## src/design/kcl_pkg.sv

```systemverilog
`timescale 1ns / 1ps
// ----------------------------------------------------------------------------
// kcl_pkg
// Shared types, codes and constants of the keypad code lock with alarm.
// ----------------------------------------------------------------------------
package kcl_pkg;

    localparam int unsigned CODE_BYTES   = 6;
    localparam int unsigned PASS_W       = 8 * CODE_BYTES;
    localparam int unsigned CFG_INDEX_W  = 2;

    // Configuration register indexes
    localparam logic [CFG_INDEX_W-1:0] CFG_PASSCODE    = 2'd0;
    localparam logic [CFG_INDEX_W-1:0] CFG_LOCK_TICKS  = 2'd1;
    localparam logic [CFG_INDEX_W-1:0] CFG_ALARM_TICKS = 2'd2;

    // Register values after reset: '#1234#', 5 and 10
    localparam logic [PASS_W-1:0] PASSCODE_RST    = 48'h2334_3332_3123;
    localparam logic [7:0]        LOCK_TICKS_RST  = 8'd5;
    localparam logic [7:0]        ALARM_TICKS_RST = 8'd10;

    // Lock mode codes as seen on the result channel
    localparam logic [2:0] MODE_START      = 3'd0;
    localparam logic [2:0] MODE_LOCKED     = 3'd1;
    localparam logic [2:0] MODE_LOCKED_REL = 3'd2;
    localparam logic [2:0] MODE_UNLOCKED   = 3'd3;
    localparam logic [2:0] MODE_UNLOCK_REL = 3'd4;
    localparam logic [2:0] MODE_LOCKING    = 3'd5;

    // Display event codes
    localparam logic [2:0] EV_NONE     = 3'd0;
    localparam logic [2:0] EV_CLEAR    = 3'd1;
    localparam logic [2:0] EV_ECHO     = 3'd2;
    localparam logic [2:0] EV_UNLOCKED = 3'd3;
    localparam logic [2:0] EV_LOCKING  = 3'd4;

    localparam logic [1:0] DOOR_ACTIVE = 2'd3;
    localparam logic [1:0] DOOR_IDLE   = 2'd0;
    localparam logic [7:0] COUNT_TOP   = 8'hFF;

    typedef struct packed {
        logic [PASS_W-1:0] passcode;
        logic [7:0]        locking_ticks;
        logic [7:0]        alarm_phase_ticks;
    } cfg_t;

    typedef struct packed {
        logic [2:0] lock_mode;
        logic [7:0] entered_count;
        logic       servo_closed;
        logic [1:0] door_signal;
        logic       beep;
        logic [2:0] display_event;
        logic [7:0] echo_char;
        logic [2:0] echo_column;
    } lock_res_t;

    typedef struct packed {
        logic tone;
        logic led;
    } alarm_res_t;

    // Expected character at a code position; positions past the code read zero
    function automatic logic [7:0] code_byte(input logic [PASS_W-1:0] code,
                                             input logic [2:0] idx);
        logic [7:0] b;
        case (idx)
            3'd0:    b = code[7:0];
            3'd1:    b = code[15:8];
            3'd2:    b = code[23:16];
            3'd3:    b = code[31:24];
            3'd4:    b = code[39:32];
            3'd5:    b = code[47:40];
            default: b = 8'd0;
        endcase
        return b;
    endfunction

endpackage

```

## src/design/kcl_cfg_regs.sv

```systemverilog
`timescale 1ns / 1ps
// ----------------------------------------------------------------------------
// kcl_cfg_regs
// Configuration register file: passcode, locking and alarm phase limits.
// ----------------------------------------------------------------------------
module kcl_cfg_regs
    import kcl_pkg::*;
(
    input  logic                   clk,
    input  logic                   rst_n,
    input  logic                   cfg_valid,
    input  logic [CFG_INDEX_W-1:0] cfg_index,
    input  logic [PASS_W-1:0]      cfg_data,
    output cfg_t                   cfg
);

    cfg_t cfg_reg;
    cfg_t cfg_next;

    always_comb
    begin
        cfg_next = cfg_reg;
        if (cfg_valid)
        begin
            case (cfg_index)
                CFG_PASSCODE:    cfg_next.passcode          = cfg_data;
                CFG_LOCK_TICKS:  cfg_next.locking_ticks     = cfg_data[7:0];
                CFG_ALARM_TICKS: cfg_next.alarm_phase_ticks = cfg_data[7:0];
                default:         cfg_next = cfg_reg;
            endcase
        end
    end

    always_ff @(posedge clk or negedge rst_n)
    begin
        if (!rst_n)
        begin
            cfg_reg.passcode          <= PASSCODE_RST;
            cfg_reg.locking_ticks     <= LOCK_TICKS_RST;
            cfg_reg.alarm_phase_ticks <= ALARM_TICKS_RST;
        end
        else
        begin
            cfg_reg <= cfg_next;
        end
    end

    assign cfg = cfg_reg;

endmodule

```

## src/design/kcl_lock_fsm.sv

```systemverilog
`timescale 1ns / 1ps
// ----------------------------------------------------------------------------
// kcl_lock_fsm
// Code-lock machine: key matching, release waits, locking countdown, servo.
// ----------------------------------------------------------------------------
module kcl_lock_fsm
    import kcl_pkg::*;
#(
    parameter int unsigned CODE_LENGTH = 6
)
(
    input  logic       clk,
    input  logic       rst_n,
    input  logic       step,
    input  logic [7:0] key_char,
    input  cfg_t       cfg,
    output lock_res_t  res
);

    localparam logic [7:0] CODE_LEN = 8'(CODE_LENGTH);

    typedef enum logic [2:0] {
        PH_START      = MODE_START,
        PH_LOCKED     = MODE_LOCKED,
        PH_LOCKREL    = MODE_LOCKED_REL,
        PH_UNLOCKED   = MODE_UNLOCKED,
        PH_UNLOCKREL  = MODE_UNLOCK_REL,
        PH_LOCKING    = MODE_LOCKING
    } phase_t;

    phase_t     phase_reg, phase_next;
    logic [7:0] count_reg, count_next;
    logic       servo_reg, servo_next;
    logic [1:0] door_reg,  door_next;
    logic [2:0] ev;
    logic [7:0] ech;
    logic [2:0] col;
    logic       key_held;
    logic       code_hit;
    logic       code_done;

    assign key_held  = (key_char != 8'd0);
    assign code_hit  = (count_reg < CODE_LEN) &&
                       (code_byte(cfg.passcode, count_reg[2:0]) == key_char);
    assign code_done = (count_reg >= CODE_LEN);

    always_comb
    begin
        phase_next = phase_reg;
        count_next = count_reg;
        servo_next = servo_reg;
        door_next  = door_reg;
        ev         = EV_NONE;
        ech        = 8'd0;
        col        = 3'd0;
        case (phase_reg)
            PH_LOCKED, PH_UNLOCKED:
            begin
                if (key_held)
                begin
                    if (code_hit)
                    begin
                        ev         = EV_ECHO;
                        ech        = key_char;
                        col        = count_reg[2:0];
                        count_next = count_reg + 8'd1;
                    end
                    else
                    begin
                        ev         = EV_CLEAR;
                        count_next = 8'd0;
                    end
                    phase_next = (phase_reg == PH_LOCKED) ? PH_LOCKREL : PH_UNLOCKREL;
                end
            end
            PH_LOCKREL:
            begin
                if (!key_held)
                begin
                    if (!code_done)
                    begin
                        phase_next = PH_LOCKED;
                    end
                    else
                    begin
                        ev         = EV_UNLOCKED;
                        servo_next = 1'b0;
                        phase_next = PH_UNLOCKED;
                        count_next = 8'd0;
                    end
                end
            end
            PH_UNLOCKREL:
            begin
                if (!key_held)
                begin
                    if (!code_done)
                    begin
                        phase_next = PH_UNLOCKED;
                    end
                    else
                    begin
                        servo_next = 1'b0;
                        phase_next = PH_LOCKING;
                        count_next = 8'd0;
                        door_next  = DOOR_ACTIVE;
                    end
                end
            end
            PH_LOCKING:
            begin
                // a count at the top of its range ends the countdown
                if (count_reg <= cfg.locking_ticks && count_reg != COUNT_TOP)
                begin
                    ev         = EV_LOCKING;
                    count_next = count_reg + 8'd1;
                    door_next  = DOOR_ACTIVE;
                end
                else
                begin
                    ev         = EV_CLEAR;
                    phase_next = PH_LOCKED;
                    count_next = 8'd0;
                    servo_next = 1'b1;
                    door_next  = DOOR_IDLE;
                end
            end
            default:
            begin
                count_next = 8'd0;
                phase_next = PH_UNLOCKED;
                servo_next = 1'b0;
            end
        endcase
    end

    always_comb
    begin
        res.lock_mode     = phase_next;
        res.entered_count = count_next;
        res.servo_closed  = servo_next;
        res.door_signal   = door_next;
        res.beep          = (phase_next == PH_LOCKING);
        res.display_event = ev;
        res.echo_char     = ech;
        res.echo_column   = col;
    end

    always_ff @(posedge clk or negedge rst_n)
    begin
        if (!rst_n)
        begin
            phase_reg <= PH_START;
            count_reg <= 8'd0;
            servo_reg <= 1'b0;
            door_reg  <= DOOR_IDLE;
        end
        else if (step)
        begin
            phase_reg <= phase_next;
            count_reg <= count_next;
            servo_reg <= servo_next;
            door_reg  <= door_next;
        end
    end

endmodule

```

## src/design/kcl_alarm_fsm.sv

```systemverilog
`timescale 1ns / 1ps
// ----------------------------------------------------------------------------
// kcl_alarm_fsm
// Intrusion alarm: alternates tone-and-light and tone-only phases.
// ----------------------------------------------------------------------------
module kcl_alarm_fsm
    import kcl_pkg::*;
(
    input  logic       clk,
    input  logic       rst_n,
    input  logic       step,
    input  logic [2:0] lock_mode,
    input  logic       motion,
    input  logic [7:0] phase_ticks,
    output alarm_res_t res
);

    typedef enum logic [1:0] {
        AL_OFF        = 2'd0,
        AL_TONE_LIGHT = 2'd1,
        AL_TONE       = 2'd2
    } alarm_t;

    alarm_t     phase_reg, phase_next;
    logic [7:0] count_reg, count_next;
    logic       on_lock;

    assign on_lock = (lock_mode == MODE_LOCKED) || (lock_mode == MODE_LOCKED_REL);

    always_comb
    begin
        phase_next = phase_reg;
        count_next = count_reg;
        case (phase_reg)
            AL_TONE_LIGHT, AL_TONE:
            begin
                // the counter is left as it is when the alarm stops
                if (lock_mode == MODE_UNLOCKED)
                begin
                    phase_next = AL_OFF;
                end
                else if (count_reg <= phase_ticks)
                begin
                    count_next = count_reg + 8'd1;
                end
                else
                begin
                    phase_next = (phase_reg == AL_TONE_LIGHT) ? AL_TONE : AL_TONE_LIGHT;
                    count_next = 8'd0;
                end
            end
            default:
            begin
                phase_next = (on_lock && motion) ? AL_TONE_LIGHT : AL_OFF;
            end
        endcase
    end

    assign res.tone = (phase_next == AL_TONE_LIGHT) || (phase_next == AL_TONE);
    assign res.led  = (phase_next == AL_TONE_LIGHT);

    always_ff @(posedge clk or negedge rst_n)
    begin
        if (!rst_n)
        begin
            phase_reg <= AL_OFF;
            count_reg <= 8'd0;
        end
        else if (step)
        begin
            phase_reg <= phase_next;
            count_reg <= count_next;
        end
    end

endmodule

```

## src/design/keypad_code_lock_with_alarm.sv

```systemverilog
`timescale 1ns / 1ps
// ----------------------------------------------------------------------------
// keypad_code_lock_with_alarm
// Keypad code lock with intrusion alarm, one result per keypad tick.
// ----------------------------------------------------------------------------
// Each accepted tick gives exactly one result: the tick is captured in an input
// register, the lock and alarm machines work out their next state from it, and
// the result lands in an output register. A new tick is taken every cycle while
// the output is not stalled; the next-state logic of the two machines is
// combinational. cfg_ready is always high; write the registers only while no
// transaction is in flight.
module keypad_code_lock_with_alarm
    import kcl_pkg::*;
#(
    parameter int unsigned CODE_LENGTH = 6
)
(
    input  logic                   clk,
    input  logic                   rst_n,
    input  logic                   cfg_valid,
    output logic                   cfg_ready,
    input  logic [CFG_INDEX_W-1:0] cfg_index,
    input  logic [PASS_W-1:0]      cfg_data,
    input  logic                   in_valid,
    output logic                   in_stall,
    input  logic [7:0]             key_char,
    input  logic                   motion,
    output logic                   out_valid,
    input  logic                   out_stall,
    output logic [2:0]             lock_mode,
    output logic [7:0]             entered_count,
    output logic                   servo_closed,
    output logic [1:0]             door_signal,
    output logic                   beep,
    output logic                   alarm_tone,
    output logic                   alarm_led,
    output logic [2:0]             display_event,
    output logic [7:0]             echo_char,
    output logic [2:0]             echo_column
);

    cfg_t       cfg;
    lock_res_t  lock_res;
    alarm_res_t alarm_res;

    logic       in_valid_reg, in_valid_next;
    logic [7:0] key_reg;
    logic       motion_reg;
    logic       out_valid_reg, out_valid_next;
    lock_res_t  lock_out_reg;
    alarm_res_t alarm_out_reg;
    logic       accept;
    logic       advance;

    assign cfg_ready = 1'b1;

    kcl_cfg_regs u_cfg (
        .clk       (clk),
        .rst_n     (rst_n),
        .cfg_valid (cfg_valid),
        .cfg_index (cfg_index),
        .cfg_data  (cfg_data),
        .cfg       (cfg)
    );

    kcl_lock_fsm #(
        .CODE_LENGTH (CODE_LENGTH)
    ) u_lock (
        .clk      (clk),
        .rst_n    (rst_n),
        .step     (advance),
        .key_char (key_reg),
        .cfg      (cfg),
        .res      (lock_res)
    );

    kcl_alarm_fsm u_alarm (
        .clk         (clk),
        .rst_n       (rst_n),
        .step        (advance),
        .lock_mode   (lock_res.lock_mode),
        .motion      (motion_reg),
        .phase_ticks (cfg.alarm_phase_ticks),
        .res         (alarm_res)
    );

    // Move the held tick on whenever the result register is free or being taken
    assign advance  = in_valid_reg && (!out_valid_reg || !out_stall);
    assign in_stall = in_valid_reg && !advance;
    assign accept   = in_valid && !in_stall;

    always_comb
    begin
        in_valid_next  = accept || (in_valid_reg && !advance);
        out_valid_next = advance || (out_valid_reg && out_stall);
    end

    always_ff @(posedge clk or negedge rst_n)
    begin
        if (!rst_n)
        begin
            in_valid_reg  <= 1'b0;
            out_valid_reg <= 1'b0;
        end
        else
        begin
            in_valid_reg  <= in_valid_next;
            out_valid_reg <= out_valid_next;
        end
    end

    always_ff @(posedge clk)
    begin
        if (accept)
        begin
            key_reg    <= key_char;
            motion_reg <= motion;
        end
        if (advance)
        begin
            lock_out_reg  <= lock_res;
            alarm_out_reg <= alarm_res;
        end
    end

    assign out_valid     = out_valid_reg;
    assign lock_mode     = lock_out_reg.lock_mode;
    assign entered_count = lock_out_reg.entered_count;
    assign servo_closed  = lock_out_reg.servo_closed;
    assign door_signal   = lock_out_reg.door_signal;
    assign beep          = lock_out_reg.beep;
    assign display_event = lock_out_reg.display_event;
    assign echo_char     = lock_out_reg.echo_char;
    assign echo_column   = lock_out_reg.echo_column;
    assign alarm_tone    = alarm_out_reg.tone;
    assign alarm_led     = alarm_out_reg.led;

endmodule

```

## config.mk

```make
export PLATFORM = sky130hd
export DESIGN_NAME = keypad_code_lock_with_alarm
export DESIGN_NICKNAME = d
export VERILOG_FILES = /design/src/design/kcl_pkg.sv /design/src/design/kcl_cfg_regs.sv /design/src/design/kcl_lock_fsm.sv /design/src/design/kcl_alarm_fsm.sv /design/src/design/keypad_code_lock_with_alarm.sv
export SDC_FILE = /design/constraint.sdc
export NUM_CORES = 1
export LEC_CHECK = 0
export ABC_AREA = 0
export BUFFER_PORTS_ARGS = -buffer_cell sky130_fd_sc_hd__buf_2
export CELL_PAD_IN_SITES_DETAIL_PLACEMENT = 0
export CELL_PAD_IN_SITES_GLOBAL_PLACEMENT = 2
export CORE_UTILIZATION = 41
export CTS_CLUSTER_DIAMETER = 100
export DETAILED_ROUTE_END_ITERATION = 8
export PLACE_DENSITY_LB_ADDON = 0.1
export SYNTH_ARGS = -nofsm -noshare
export SYNTH_HDL_FRONTEND = slang
export SYNTH_SLANG_ARGS = --single-unit
```

## constraint.sdc

```tcl
create_clock -name clk -period 5.4 [get_ports clk]
set_input_delay 0 -clock clk [delete_from_list [all_inputs] [get_ports clk]]
set_output_delay 0 -clock clk [all_outputs]
set_load 0.005 [all_outputs]
```

=== Word-level counts from Yosys, hierarchy flattened ===
Cells that the tools add are included.

* Output and inout bits: 34
* Bits in registers: 130
* Logic and storage cells: 114

* Bitwise logic cells: 1
* Reductions and logical operators: 27
* Equality and inequality tests: 22
* $lt $le $gt $ge: 4
* Add/sub/neg operators: 2
* Mux-type cells: 35

{| class="wikitable"
|+ Operators with widths
! operator !! count
|-
| $mux 8 || 6
|-
| $pmux 8 s6 || 1
|-
| $mux 3 || 9
|-
| $pmux 8 s3 || 1
|-
| $mux 2 || 10
|-
| $eq 3x2->1 const B || 6
|-
| $add 8x1->8 const B || 2
|-
| $le 8x8->1 || 2
|-
| $eq 3x3->1 const B || 5
|-
| $pmux 3 s4 || 1
|-
| $eq 3x1->1 const B || 3
|-
| $pmux 3 s3 || 1
|-
| $eq 8x8->1 || 1
|-
| $ge 8x3->1 const B || 1
|-
| $lt 8x3->1 const B || 1
|-
| $ne 8x8->1 const B || 1
|-
| $reduce_bool 8->1 || 1
|-
| $logic_and 1x1->1 || 7
|-
| $eq 2x1->1 const B || 3
|-
| $eq 2x2->1 const B || 3
|-
| $reduce_and 2->1 || 3
|-
| $reduce_and 3->1 || 2
|-
| $reduce_or 2->1 || 3
|-
| $logic_or 1x1->1 || 5
|-
| 7 further kinds || 13
|}

=== Depth between registers and ports, before layout ===
* Depth in word-level cells: 11
* Mapped depth: 14

=== Modules after synthesis ===
From an unflattened synthesis, not the netlist that was laid out.

* Cells, all modules: 539
* Area, all modules: 6,501.2 sq um

{| class="wikitable"
|+ By module, submodules not included
! module !! cells each !! area each (sq um) !! instances
|-
| kcl_cfg_regs || 136 || 2,418.6 || 1
|-
| kcl_lock_fsm || 257 || 1,859.3 || 1
|-
| keypad_code_lock_with_alarm || 50 || 1,305.0 || 1
|-
| kcl_alarm_fsm || 96 || 918.4 || 1
|}

=== Least setup slack after synthesis ===
OpenSTA, ideal clock, no wires.

* Path kind: register -> register
* Start point: register u_lock.count_reg[1]
* End point: register lock_out_reg, in the netlist entered_count[1] (data pin)
* Cell stages (with the launch flop): 13
* Data required time: 5.242 ns
* Path slack: 2.360 ns
* Arrival: 2.882 ns
* Path buffers: 3
* Period minus slack after synthesis: 3.040 ns
* Setup time: 0.158 ns
* Path through: dfrtp_1 > ha_1 > ha_1 > clkbuf_1 > a32o_1 > or4_1 > a22oi_1 > nand4_1 > or3_1 > buf_2 > and2_4 > buf_6 > o211ai_1

{| class="wikitable"
|+ RTL lines
! what !! line !! text
|-
| from (decl) || kcl_lock_fsm.sv:32 || <nowiki>logic [7:0] count_reg, count_next;</nowiki>
|-
| from (signal assigned) || kcl_lock_fsm.sv:161 || <nowiki>count_reg <= count_next;</nowiki>
|-
| to (signal assigned) || keypad_code_lock_with_alarm.sv:121 || <nowiki>lock_out_reg <= lock_res;</nowiki>
|-
| to (decl) || keypad_code_lock_with_alarm.sv:50 || <nowiki>lock_res_t lock_out_reg;</nowiki>
|}

==> parameters.txt <==
Parameter                              Value

Status
  Status ... completed

Yosys
  Leading post-synthesis cells by instance count ... sky130_fd_sc_hd__mux2_2, sky130_fd_sc_hd__dfrtp_1, sky130_fd_sc_hd__edfxtp_1, sky130_fd_sc_hd__nand2_1
  Fraction of the mapped netlist area in adder cells ... 4.59%
  Xor/xnor cell area share of the yosys netlist ... 0.402%
  Synth Cell Area ... 6540 µm²
  Most repeated cell in the gate-level netlist after synthesis ... sky130_fd_sc_hd__mux2_2
  Number of instances in the synthesized netlist ... 569
  Multiplexer share of the synthesized area ... 12.8%
  Post-synthesis sequential area ratio ... 53.2%
  Synth Area in Compound Gates ... 11.9%
  Async SR Flop Fraction ... 69.2%
  Post-synthesis cell type with the largest combined area ... sky130_fd_sc_hd__dfrtp_1
  Post-synth top area share ... 25.6%
  Count of different cell masters after synthesis ... 58
  Leading post-synthesis cells by cell area ... sky130_fd_sc_hd__dfrtp_1, sky130_fd_sc_hd__edfxtp_1, sky130_fd_sc_hd__mux2_2
  Area fraction in and, or, nand and nor cells after synthesis ... 13.4%
  Number of enable-type register cells in the synthesized netlist ... 40
  Number of synthesized register bits ... 130
  Mean Syn Cell Area ... 11.5 µm²
  Main combinational cell family by area after synthesis ... simple AND/OR/NAND/NOR gates
  Top_reg_cell synth ... sky130_fd_sc_hd__dfrtp_1
  Synthesized Nets ... 657
  Synth warn ... 0

Clocking
  TritonCTS clock tree ... built
  Worst-Skew Late Latency ... 0.43 ns
  Clock sink count ... 130
  Clock buffer count from CTS ... 17
  Maximum level of the CTS H-tree ... 4
  Clock root cell ... sky130_fd_sc_hd__clkbuf_16
  Clock transition at the registers of the reported paths ... 0.06 ns
  Buffers from clock root to sink, at most ... 2

Floorplanning
  Floorplan die area ... 16500 µm²
  Core Area ... 15400 µm²
  Width of the die ... 128 µm
  Rows ... 45
  Top-level I/O count ... 98
  Height of the die ... 128 µm
  Starting density of the core ... 42.6%

Timing
  Final Critical Period ... 3.74 ns
  Relative max-transition margin ... 40.9%
  Setup repair after global routing missed its margin ... no
  Final total negative setup slack ... 0 ns
  Share of the cycle needed by the critical path after routing ... 69.3%
  Clock tree skew after final layout ... 0.0141 ns
  Worst hold slack ... 0.0292 ns
  Slew of the pin with the lowest slew margin ... 0.886 ns
  Number of slew-limit violations in the final report ... 0
  Achievable Freq ... 267 MHz
  Number of hold-slack violations in the final timing report ... 0
  Final setup violating endpoints ... 0

Power and ir drop
  Clock group share of total power ... 33.7%
  Total power divided by cell area ... 409 nW/µm²
  IR drop worst, VDD ... 0.000249 V
  Internal portion of total power ... 2.36 mW
  Leakage power figure ... 3.64 nW
  Sw Share ... 31.3%
  Relative contribution of sequential cells to total power ... 40.9%
  NetSw ... 1.08 mW
  Combinational Power Share ... 25.4%
  Design Power ... 3.44 mW

Critical path
  Reg2reg setup slack ... 1.66 ns
  CP Capture Type ... flip-flop
  Startpoint class of the critical path ... flip-flop
  Stage delay of the slowest cell on the critical path ... 0.90 ns
  Worst R2R End ... entered_count[6]
  Reg-to-reg critical path startpoint ... u_lock.count_reg[2]
  Worst r2r path cells ... 10
  Arrival time reported for the critical path endpoint ... 3.91 ns
  Critical path class ... flip-flop to flip-flop
  Slowest library cell on the worst path ... sky130_fd_sc_hd__dfrtp_1
  Worst Path Max Fanout ... 23
  CP Data Required Time ... 5.58 ns
  Critical-path cell list ... inv_2 -> ha_1 -> and2_1 -> a221o_1 -> nor2_1 -> nor2_1 -> a221oi_1 -> or3_1 -> nand2_1 -> a221o_1

Placement
  Total half-perimeter wirelength after legalization and detailed placement ... 11.0 mm
  Placement-stage cell area ... 7190 µm²
  Cells after DPL ... 852
  RD Place Congestion ... 0.759
  Total of buffers placed on input and output ports ... 96

Routing
  Average vias per placed instance ... 5.20
  First-pass iteration count of the detailed router ... 4
  Avg WL per Cell ... 16.6 µm
  Total wire length ... 15.7 mm
  ANT nets after route ... 0
  Vias ... 4910
  DRC violation count after routing ... 0
  Detailed router's first-iteration violation count ... 246

Global routing
  Largest net degree at the start of global routing ... 67
  Number of antenna violations at the first check in global routing ... 0
  Total overflow reported by the global router ... 0
  Gr usage total ... 20.9%
  Number of global-route vias before repair ... 5051
  Global-route wire length before repair ... 26.1 mm

Final layout
  Fraction of final layout cells sized beyond drive strength 1 ... 32.0%
  Fin area ... 8400 µm²
  Net total in the final layout ... 809
  Max reg flops ... 64
  Layout Cells excl Fill ... 945
  Antenna diodes ... 0
  Area added between synthesis and finish ... 28.4%

Hold path
  Type of the most critical hold path ... primary input to asynchronous set/reset pin

Job
  Max-cap violations ... 0
cell usage in the layout, fill, tap and decap left out, drive strengths merged, types with 3 or more instances in the layout:
master	synthesis	layout
nor2	25	25
or2	4	4
ha	24	24
nand4	8	8
and2	14	14
o211ai	3	3
o21a	9	9
or3	6	6
a221o	4	4
nor3	6	6
inv	28	35
clkbuf	18	21
buf	10	100
nand3	19	19
o2bb2ai	3	3
edfxtp	40	40
a21oi	17	17
o21ai	31	31
and3	11	11
nand2b	11	11
a22o	3	3
mux2i	4	4
nor2b	14	14
mux2	70	70
dfstp	23	23
a21o	8	8
a22oi	13	13
a31oi	6	6
o31ai	4	4
dfrtp	67	67
nand2	40	40
a222oi	3	3
dlygate4sd3	0	61
per-stage QoR:
stage | utilization (%) | setup slack (ns)
finish | 54.7 | 1.66
global route | 54.7 | 1.35
CTS | 54.7 | 1.64
detailed placement | 46.8 | 1.67
global placement | 46.8 | 1.82
floorplan | - | 2.36
power by group through the flow:
stage	sequential (mW)	clock [mW]	combinational, mW
floorplan	1.34	0	0.672
global placement	1.42	0	0.821
detailed placement	1.43	0	0.847
CTS	1.41	1.18	0.885
global route	1.44	1.22	0.989
finish	1.41	1.16	0.873
repair_timing:
item,CTS,global route
hold endpoints to repair,99,0
hold buffers,61,0
buffers inserted,0,0
gates resized for setup,0,0
layer usage:
| metal | part of all wire [%] | global-route usage [%] | up-vias |
|---|---|---|---|
| met4 | 2.2 | 8.86 | 0 |
| met3 | 3.1 | 4.42 | 28 |
| met1 | 45 | 25.5 | 2394 |
| li1 | - | - | 2384 |
| met2 | 50 | 35.7 | 104 |
| met5 | 0 | 0 | - |
how the worst max path moves through the flow:
stage                         from                  end  slack [ns]  cells after the start
2_1_floorplan  u_lock.count_reg[1]     entered_count[1]        2.36                     12
3_3_place_gp   u_lock.count_reg[2]     entered_count[6]        1.82                     10
3_5_place_dp   u_lock.count_reg[2]     entered_count[6]        1.67                     10
4_1_cts        u_lock.count_reg[2]     entered_count[6]        1.64                     10
5_1_grt        u_lock.count_reg[2]  u_lock.count_reg[0]        1.35                     10
6_report       u_lock.count_reg[2]     entered_count[6]        1.66                     10
critical path: cells and delay by family (launching register included):
| family | cells | cell delay (ns) |
|---|---|---|
| flip-flops | 1 | 0.90 |
| AND/OR/NAND/NOR | 5 | 0.87 |
| adder cells (fa/ha/maj) | 1 | 0.43 |
| buffers and inverters | 1 | 0.18 |
| AO/OA/AOI/OAI | 3 | 1.11 |
final cells by class:
| cell class | instances | area (µm²) |
|---|---|---|
| flip-flops and latches | 130 | 3480 |
| inverters | 28 | 105 |
| well taps | 211 | 264 |
| clock inverters | 11 | 114 |
| fillers | 1343 | 6970 |
| multi-input cells | 383 | 2830 |
| repair buffers | 161 | 1120 |
| clock buffers | 21 | 485 |
logic make-up after synthesis:
| family | count (synthesis) |
|---|---|
| flip-flops | 130 |
| adder cells (fa/ha/maj) | 24 |
| other | 1 |
| buffers and inverters | 56 |
| AND/OR/NAND/NOR | 167 |
| XOR/XNOR | 3 |
| multiplexers | 74 |
| AO/OA/AOI/OAI | 114 |
(Power assumes the default switching activity.)
